## config.mk

```make
export PLATFORM = sky130hd
export DESIGN_NAME = acl_front
export DESIGN_NICKNAME = d
export VERILOG_FILES = /design/src/hdl/acl_pkg.sv /design/src/hdl/acl_front.sv
export SDC_FILE = /design/constraint.sdc
export NUM_CORES = 1
export LEC_CHECK = 0
export ABC_AREA = 0
export BUFFER_PORTS_ARGS = -buffer_cell sky130_fd_sc_hd__buf_2
export CORE_AREA = 2 2 78 80
export DETAILED_ROUTE_END_ITERATION = 16
export DIE_AREA = 0 0 80 82
export GPL_TIMING_DRIVEN = 0
export PLACE_DENSITY = 0.83
export SLEW_MARGIN = 20
export SYNTH_ARGS = -nofsm -noshare
export SYNTH_HDL_FRONTEND = slang
export SYNTH_SLANG_ARGS = --single-unit
```

## constraint.sdc

```tcl
create_clock -name clk -period 7.9 [get_ports clk]
set_input_delay 0.79 -clock clk [delete_from_list [all_inputs] [get_ports clk]]
set_output_delay 0.79 -clock clk [all_outputs]
set_load 0.1 [all_outputs]
```

## src/hdl/acl_pkg.sv

```systemverilog
`default_nettype none
// ----------------------------------------------------------------------------
// acl_pkg: shared definitions for the account credit ledger
// Table geometry, opcode and status codes, payload structs, queue sizing and
// the saturating add used by the ledger update.
// ----------------------------------------------------------------------------
package acl_pkg;

  // Ledger geometry. The entry index is the low bits of the account id, so
  // the table depth stays a power of two.
  localparam int unsigned ACCOUNTS = 1024;
  localparam int unsigned IDX_W    = $clog2(ACCOUNTS);
  localparam logic [IDX_W-1:0] LAST_IDX = IDX_W'(ACCOUNTS - 1);

  localparam logic [63:0] DEFAULT_AVAILABLE = 64'd1000000000000000;

  // Command queue between front and back; depth is a power of two.
  localparam int unsigned QDEPTH = 2;
  localparam int unsigned QPTR_W = $clog2(QDEPTH);
  localparam int unsigned QCNT_W = $clog2(QDEPTH + 1);
  localparam logic [QCNT_W-1:0] Q_FULL_CNT = QCNT_W'(QDEPTH);

  // Opcodes on the input channel
  localparam logic [1:0] OPC_ACCEPT = 2'd0;
  localparam logic [1:0] OPC_FILL   = 2'd1;
  localparam logic [1:0] OPC_CANCEL = 2'd2;

  // Result status codes
  localparam logic [1:0] STAT_APPLIED   = 2'd0;
  localparam logic [1:0] STAT_REJECTED  = 2'd1;
  localparam logic [1:0] STAT_SHORTFALL = 2'd2;

  typedef enum logic [1:0] {
    CMD_ACCEPT,
    CMD_FILL,
    CMD_CANCEL,
    CMD_INVALID
  } cmd_kind_t;

  typedef struct packed {
    logic [1:0]  opcode;
    logic [31:0] acct_num;
    logic [63:0] cost;
  } in_item_t;

  typedef struct packed {
    logic [1:0]  status;
    logic [63:0] available_after;
    logic [63:0] reserved_after;
    logic [63:0] used_after;
    logic [63:0] exposure_after;
  } out_item_t;

  // Classified command as it travels through the queue
  typedef struct packed {
    cmd_kind_t        kind;
    logic [IDX_W-1:0] idx;
    logic [63:0]      cost;
  } cmd_t;

  // One ledger entry
  typedef struct packed {
    logic [63:0] available;
    logic [63:0] reserved;
    logic [63:0] used;
    logic [63:0] exposure;
  } entry_t;

  typedef struct packed {
    logic full;
    logic empty;
  } q_stat_t;

  typedef struct packed {
    logic clearing;
  } back_stat_t;

  function automatic logic [63:0] sat_add(input logic [63:0] a, input logic [63:0] b);
    logic [64:0] s;
    s = {1'b0, a} + {1'b0, b};
    return s[64] ? '1 : s[63:0];
  endfunction

endpackage
`default_nettype wire

```

## src/hdl/acl_front.sv

```systemverilog
`default_nettype none
// ----------------------------------------------------------------------------
// acl_front: input stage of the ledger
// Accepts order events, decodes the opcode and entry index, and hands the
// classified command to the queue.
// ----------------------------------------------------------------------------
module acl_front (
  input  wire logic              clk,
  input  wire logic              rst_n,
  input  wire logic              start,
  input  wire acl_pkg::in_item_t in_data,
  input  wire logic              clear_busy,
  input  wire acl_pkg::q_stat_t  q_stat,
  output logic                   busy,
  output logic                   push,
  output acl_pkg::cmd_t          push_cmd
);

  acl_pkg::cmd_t hold_r;
  logic          hold_vld_r;
  acl_pkg::cmd_t cmd_nxt;
  logic          accept;

  always_comb begin
    cmd_nxt.idx  = in_data.acct_num[acl_pkg::IDX_W-1:0];
    cmd_nxt.cost = in_data.cost;
    unique case (in_data.opcode)
      acl_pkg::OPC_ACCEPT: cmd_nxt.kind = acl_pkg::CMD_ACCEPT;
      acl_pkg::OPC_FILL:   cmd_nxt.kind = acl_pkg::CMD_FILL;
      acl_pkg::OPC_CANCEL: cmd_nxt.kind = acl_pkg::CMD_CANCEL;
      default:             cmd_nxt.kind = acl_pkg::CMD_INVALID;
    endcase
  end

  assign busy     = clear_busy | (hold_vld_r & q_stat.full);
  assign accept   = start & ~busy;
  assign push     = hold_vld_r & ~q_stat.full;
  assign push_cmd = hold_r;

  always_ff @(posedge clk) begin
    if (!rst_n) begin
      hold_vld_r <= 1'b0;
    end else begin
      if (accept) begin
        hold_vld_r <= 1'b1;
        hold_r     <= cmd_nxt;
      end else if (push) begin
        hold_vld_r <= 1'b0;
      end
    end
  end

endmodule
`default_nettype wire

```

==> run metrics <==
relative slew slack=66.26%; final setup margin=5.599 ns; hold path start=hold_vld_r$_SDFFE_PN0P_; DR iter-0 viols=46; setup slack, reg-to-reg=6.25 ns; Final Max Tran Viols=0; worst reg-to-reg path cell count=3; Hold Path Stages=2; period utilization=29.13%; Die Y=82 um; min cycle time layout=2.301 ns; hold_ws=0.5345 ns; final WL=5129 um; most frequent cells in the layout=buf_2 (156), edfxtp_1 (76), clkbuf_8 (10); crit path kind=input port to output port; Hold Crit Class=register to register; Cell Pwr Density=253.2 nW/um^2; Final GP Congestion=0.6856; # rows=28; Chip Width=80 um; initial antenna violation count=1; CTS tree=built; leakage=1.442 nW; dpl hpwl=3961 um; CP Launch Type=input port; fillers=464; DR vias=1,455; Synth area leaders=edfxtp_1 (97%), dfxtp_1 (0.85%), nand2b_1 (0.53%); CTS clk-pin slew, worst paths=0.08 ns; Mapped Area=2352 sq um; CP max stage delay=0.42 ns; Warnings, synthesis=0; global-route wire length before repair=7093 um; CTS Hold Bufs=0; outcome=finished clean; clk_lat worst skew=0.34 ns; setup violators final=0; Cells after Synth=85; VDD IR max=168.3 uV; vias in the first global route=1,439; vias per std cell=4.369; Synth top area share=97.02%; crit-path max FO=2; crit path DAT=1.51 ns; Detail Route Antenna Nets=0; Global Route Usage Sum=15.79%; Post-Synthesis Mean Instance Area=27.67 sq um; Die ar.=6560 sq um; share of layout cells above drive strength 1=67.44%; Yosys cell types=8; drt first pass iters=4; final core utilization=60.10%; DRC viols=0; CTS resizes=0; largest net degree at the start of global routing=46; Hold Vio Cnt, Final=0; total negative slack=0 ns; IO buf count=156; Layout Skew=0.007685 ns; H-tree depth=3; post-synth top area cell=edfxtp_1; Highest Clock Rate=434.5 MHz; root buffer cell=clkbuf_8; #FFs+latches synth=77; CTS Buf Count=9; max_cap viols=0; Crit. Startpoint=q_stat[1]; clk sinks=77; unrepaired setup endpoints after global routing=false; GRT Residual Overflow=0; CP dominant cell by count=buf_2; Seq/Total Area, Yosys=97.87%; post-CTS setup buffers=0; Critical R2R Launch=hold_vld_r$_SDFFE_PN0P_; area grow syn2layout=46.81%; Worst setup EP type=output port; Place WS=5.597 ns; critical path's slowest cell=buf_2; Post-Layout Cell Count=333; IO Count=182; required time of the critical path=7.11 ns; CTS max path bufs=2; worst slew pin tran=0.5096 ns; WL/cell=15.40 um; core box area=5746 sq um; final net count=357; initial core utilization=40.94%; synthesized net count=189; Inst Count DP=317; cell chain of the critical path=buf_2 -> and2b_2 -> buf_2; Ant. Diodes=0; commonest non-fill, non-tap cell in the layout=buf_2
[metrics by stage]
step           power [mW]  cell area [sq um]
2_1_floorplan      0.5614               2352
3_3_place_gp       0.5895               3227
3_5_place_dp       0.5922               3251
4_1_cts            0.8828               3453
5_1_grt            0.9049               3453
6_report           0.8743               3453
[Yosys cell counts]
| library cell | instances |
|---|---|
| nand2b_1 | 2 |
| dfxtp_1 | 1 |
| and4b_1 | 1 |
| clkbuf_1 | 2 |
| nand2_1 | 1 |
| a21boi_1 | 1 |
| and2b_2 | 1 |
| edfxtp_1 | 76 |
[metal layers]
layer | GRT usage, % | up-vias | share of wire, %
li1 | - | 674 | -
met1 | 14.77 | 654 | 32
met2 | 26.83 | 111 | 53
met3 | 10.11 | 14 | 13
met4 | 7.627 | 2 | 1.9
met5 | 0 | - | 0.14
[critical path: cells and delay by family]
kind	cells	cell delay [ns]
buffers and inverters	2	0.53
AND/OR/NAND/NOR	1	0.19
[path summary, 6_finish.rpt]
path                                                end
worst max-delay path                               push
worst min-delay path            hold_vld_r$_SDFFE_PN0P_
worst max register to register   push_cmd[18]$_DFFE_PP_
worst min register to register  hold_vld_r$_SDFFE_PN0P_
[power breakdown]
part / total, mW / internal (mW) / leakage [nW] / switching, mW
clock: 0.292 / 0.155 / 0.0918 / 0.137
combinational: 0.118 / 0.0222 / 0.645 / 0.0954
sequential: 0.465 / 0.462 / 0.705 / 0.00240
[logic make-up after synthesis]
kind of cell | synth area share (%)
AO/OA/AOI/OAI | 0.3193
buffers and inverters | 0.3193
AND/OR/NAND/NOR | 1.489
flip-flops | 97.87
[area by class of cell]
type	count	area, sq um	share of cell area [%]
plain buffers	2	7.507	0.2174
clock buffers	11	141.4	4.094
clock inverters	5	61.31	1.775
multi-input cells	6	46.29	1.341
flip-flops and latches	77	2302	66.67
well taps	75	93.84	2.717
repair buffers	157	800.8	23.19
[sequential cells by signal (all words and copies together), names as in the netlist]
signal,flops
push_cmd,76
hold_vld_r,1
Power figures use the tool's default switching activity.
