File: config.mk
export PLATFORM = sky130hd
export DESIGN_NAME = acl_queue
export DESIGN_NICKNAME = d
export VERILOG_FILES = /design/src/hdl/acl_pkg.sv /design/src/hdl/acl_queue.sv
export SDC_FILE = /design/constraint.sdc
export NUM_CORES = 1
export LEC_CHECK = 0
export BUFFER_PORTS_ARGS = -buffer_cell sky130_fd_sc_hd__buf_2
export CAP_MARGIN = 20
export CORE_MARGIN = 5
export CORE_UTILIZATION = 52
export DETAILED_ROUTE_END_ITERATION = 12
export PLACE_DENSITY = 0.81
export SKIP_LAST_GASP = 1
export SYNTH_ARGS = -nofsm -noshare
export SYNTH_HDL_FRONTEND = slang
export SYNTH_SLANG_ARGS = --single-unit
File: constraint.sdc
create_clock -name clk -period 3.23 [get_ports clk]
set_clock_uncertainty 0.1 [all_clocks]
set_input_delay 0.646 -clock clk [delete_from_list [all_inputs] [get_ports clk]]
set_output_delay 0.646 -clock clk [all_outputs]
set_load 0.05 [all_outputs]
File: src/hdl/acl_pkg.sv
`default_nettype none
// ----------------------------------------------------------------------------
// acl_pkg: shared definitions for the account credit ledger
// Table geometry, opcode and status codes, payload structs, queue sizing and
// the saturating add used by the ledger update.
// ----------------------------------------------------------------------------
package acl_pkg;

  // Ledger geometry. The entry index is the low bits of the account id, so
  // the table depth stays a power of two.
  localparam int unsigned ACCOUNTS = 1024;
  localparam int unsigned IDX_W    = $clog2(ACCOUNTS);
  localparam logic [IDX_W-1:0] LAST_IDX = IDX_W'(ACCOUNTS - 1);

  localparam logic [63:0] DEFAULT_AVAILABLE = 64'd1000000000000000;

  // Command queue between front and back; depth is a power of two.
  localparam int unsigned QDEPTH = 2;
  localparam int unsigned QPTR_W = $clog2(QDEPTH);
  localparam int unsigned QCNT_W = $clog2(QDEPTH + 1);
  localparam logic [QCNT_W-1:0] Q_FULL_CNT = QCNT_W'(QDEPTH);

  // Opcodes on the input channel
  localparam logic [1:0] OPC_ACCEPT = 2'd0;
  localparam logic [1:0] OPC_FILL   = 2'd1;
  localparam logic [1:0] OPC_CANCEL = 2'd2;

  // Result status codes
  localparam logic [1:0] STAT_APPLIED   = 2'd0;
  localparam logic [1:0] STAT_REJECTED  = 2'd1;
  localparam logic [1:0] STAT_SHORTFALL = 2'd2;

  typedef enum logic [1:0] {
    CMD_ACCEPT,
    CMD_FILL,
    CMD_CANCEL,
    CMD_INVALID
  } cmd_kind_t;

  typedef struct packed {
    logic [1:0]  opcode;
    logic [31:0] acct_num;
    logic [63:0] cost;
  } in_item_t;

  typedef struct packed {
    logic [1:0]  status;
    logic [63:0] available_after;
    logic [63:0] reserved_after;
    logic [63:0] used_after;
    logic [63:0] exposure_after;
  } out_item_t;

  // Classified command as it travels through the queue
  typedef struct packed {
    cmd_kind_t        kind;
    logic [IDX_W-1:0] idx;
    logic [63:0]      cost;
  } cmd_t;

  // One ledger entry
  typedef struct packed {
    logic [63:0] available;
    logic [63:0] reserved;
    logic [63:0] used;
    logic [63:0] exposure;
  } entry_t;

  typedef struct packed {
    logic full;
    logic empty;
  } q_stat_t;

  typedef struct packed {
    logic clearing;
  } back_stat_t;

  function automatic logic [63:0] sat_add(input logic [63:0] a, input logic [63:0] b);
    logic [64:0] s;
    s = {1'b0, a} + {1'b0, b};
    return s[64] ? '1 : s[63:0];
  endfunction

endpackage
`default_nettype wire

File: src/hdl/acl_queue.sv
`default_nettype none
// ----------------------------------------------------------------------------
// acl_queue: command queue
// Short FIFO that decouples the front stage from the ledger back end.
// ----------------------------------------------------------------------------
module acl_queue (
  input  wire logic          clk,
  input  wire logic          rst_n,
  input  wire logic          push,
  input  wire acl_pkg::cmd_t push_cmd,
  input  wire logic          pop,
  output acl_pkg::cmd_t      head,
  output acl_pkg::q_stat_t   q_stat
);

  acl_pkg::cmd_t                q_mem_r [acl_pkg::QDEPTH];
  logic [acl_pkg::QPTR_W-1:0]   wr_ptr_r;
  logic [acl_pkg::QPTR_W-1:0]   rd_ptr_r;
  logic [acl_pkg::QCNT_W-1:0]   count_r;
  logic                         do_push;
  logic                         do_pop;

  assign q_stat.full  = (count_r == acl_pkg::Q_FULL_CNT);
  assign q_stat.empty = (count_r == '0);
  assign do_push      = push & ~q_stat.full;
  assign do_pop       = pop & ~q_stat.empty;
  assign head         = q_mem_r[rd_ptr_r];

  always_ff @(posedge clk) begin
    if (do_push) begin
      q_mem_r[wr_ptr_r] <= push_cmd;
    end
  end

  // Pointers wrap on their own since the depth is a power of two.
  always_ff @(posedge clk) begin
    if (!rst_n) begin
      wr_ptr_r <= '0;
      rd_ptr_r <= '0;
      count_r  <= '0;
    end else begin
      if (do_push) begin
        wr_ptr_r <= wr_ptr_r + 1'b1;
      end
      if (do_pop) begin
        rd_ptr_r <= rd_ptr_r + 1'b1;
      end
      unique case ({do_push, do_pop})
        2'b10:   count_r <= count_r + 1'b1;
        2'b01:   count_r <= count_r - 1'b1;
        default: count_r <= count_r;
      endcase
    end
  end

endmodule
`default_nettype wire

==> impl_metrics.ini <==
[floorplan]
floorplan.core_area_sq_mm = 0.01079
die_h_um = 114.8
num_io_pins = 158
placementRows = 38
dieArea_sq_mm = 0.01317
initial_utilization = 0.5288
die-width_um = 114.8

[yosys]
synth_largest_area_cell = edfxtp_1
synth_top_area_share = 0.7998
avgSynthCellArea_sq_um = 21.78
postSynthRegisterBits = 157
synth.cell_area_sq_mm = 0.005707
post_synth_inst_count = 262
synth.distinct_cells = 19
synthesis.yosys.warnings = 0
syn_nets = 343
netlist_top_cells_area = edfxtp_1 80%, mux2_2 15%, dfxtp_1 1.8%
synth_seq_area_share = 0.8174

[route]
detail_route.wl_per_cell_um = 17.95
drt.antenna.violating_nets = 0
routed-via-count = 2975
drc = 0
wirelength_um = 10540
detailedRoute.firstIterationViolations = 119
pre_repair_dr_iteration_count = 4
via_per_inst = 5.068

[worst_setup_path]
worst_ep_arrival_time_ps = 2070
timing.critical_path.to_type = output port
kind_of_start_point_of_the_critical_path = flip-flop
r2r_start = count_r[0]
worst_r2r_path_depth = 3
worstPathRequired_ps = 2480
worstPathMaxFanout = 49
critical_path_class = reg -> out
worstReg2RegEnd = q_mem_r[1][54]
r2r_setup_slack_ps = 1260

[sta]
worst_pin_slew_ps = 565.9
finalHoldViolCount = 0
layout_worst_path_cycle_share = 0.8723
fmax_mhz = 354.9
max_slew_margin = 0.6227
timing.hold.ws_ps = 225.6
tns_ps = 0
report.final.slew_viol_count = 0
finalSetupViolations = 0
min_period_ps = 2817
grt_setup_unrepaired = no

[cts]
post_cts_resize_count = 0
clk_pin_slew_worst_paths_ps = 60
clkSinkCount = 157
clock_latency_ps = 510
ctsHtreeMaxLevel = 4
cts_hold_buffers = 0
cts-buffers-inserted = 17
clockRootBuffer = clkbuf_8
cts.repair_timing.setup_buffer_count = 0
ctsLongestPathBuffers = 2
cts_tree = yes

[final_layout]
area_used_by_multi_input_combinational_logic_sq_um = 985.9
fraction_of_final_layout_cells_with_drive_strength_greater_than_1 = 0.5996
syn2layout_area_growth_pct = 27.58
finalNetCount = 515
insertedDiodeCount = 0
filler_cell_count = 716
final_core_area_utilization = 0.6746
final-seq-area_sq_mm = 0.004668

[grt]
first_global_vias = 3144
grt.total_usage = 0.1613
grt_pass1_wl_um = 15880
grt_antenna_before_repair = 0
gr-total-overflow = 0
grt_max_degree = 50

[power]
vdd_drop_max_uv = 481.3
total_power_uw = 7090
p_leak_uw = 0.002713
power-per-cell-area_mw_per_mm2 = 973.8

[hold_path]
hold_path_end = q_mem_r[0][3]
holdPathStages = 1
beginning_of_the_worst_hold_path = push_cmd[3]
worstHoldPathType = in -> reg

[status]
status = finished clean

[placement]
gp_routability_congestion = 0.7591
port-buffer-count = 157
detailedPlacementHpwl_um = 6900

[flow_run]
max_cap_viol_count = 0
## metrics by stage
stage	instance area, sq um	std cells	worst slack, ps
after floorplan	5707	262	178.3
after global placement	6708	555	951.1
after detailed placement	6708	555	941.4
after CTS	7281	587	372.3
after global routing	7281	587	321.6
final	7281	587	412.5
## final cells by class
type | count | share of cell area
sequential | 157 | 0.6412
multi-input combinational | 94 | 0.1354
timing repair buffer | 161 | 0.1189
clock buffer | 21 | 0.05894
tap | 140 | 0.02406
clock inverter | 11 | 0.01976
inverter | 3 | 0.001719
## routing by layer
layer,routed length [um],GRT usage,vias up,part of all wire
li1,-,-,1384,-
met1,4329,0.1996,1468,0.41
met2,5259,0.2674,114,0.50
met3,861,0.06158,9,0.082
met4,85,0.04695,0,0.0081
met5,0,0,-,0
## cells by family (layout without fill, tap and decap cells)
| family | after synthesis | count (layout) | synth area share |
|---|---|---|---|
| flops | 157 | 157 | 0.8174 |
| simple gates | 9 | 9 | 0.009427 |
| fa+ha+maj | 1 | 1 | 0.002192 |
| mux | 76 | 76 | 0.1500 |
| compound gates | 5 | 5 | 0.005700 |
| buf+inv | 11 | 196 | 0.01074 |
| xor+xnor | 3 | 3 | 0.004605 |
## registers in the layout, summed over array words and instances, names as in the netlist, named ones only
name and flops:
wr_ptr_r 1, q_mem_r 152, rd_ptr_r 1, count_r 2
## worst max-delay path by stage
stage | slack (ps) | cells past startpoint | end | from
after global placement | 950 | 3 | head[64] | flip-flop
after global routing | 320 | 3 | head[14] | flip-flop
after CTS | 370 | 3 | head[54] | flip-flop
final | 410 | 3 | head[14] | flip-flop
after floorplan | 180 | 3 | q_mem_r[0][0] | push
after detailed placement | 940 | 3 | head[54] | flip-flop
## layout by cell type, fill, tap and decap left out, types with 3 or more instances in the layout
cell and instances:
buf_2 157, edfxtp_1 152, mux2_2 76, clkbuf_16 16
clkinvlp_4 5, clkbuf_1 4, dfxtp_1 4, buf_12 4
xnor2_1 3, bufinv_16 3
## report_power, final
group | switching, uW | total (uW) | internal [uW]
Combinational | 1770 | 2480 | 707
Sequential | 131 | 2700 | 2570
Clock | 736 | 1910 | 1170
## critical path: stages (launching register included)
cell and delay, ps:
dfxtp_4 600, buf_12 310, mux2_2 390, buf_2 210
## synth_stat cells, drive strengths merged
cell type and n:
inv 3, and3 1, xnor2 3, mux2 76
nor2b 2, nand2b 1, and2 1, o21a 1
o21ai 2, dfxtp 5, or3 2, ha 1
nor2 1, buf 8, a21boi 2, edfxtp 152
nand2 1
Power figures use the tool's default switching activity.
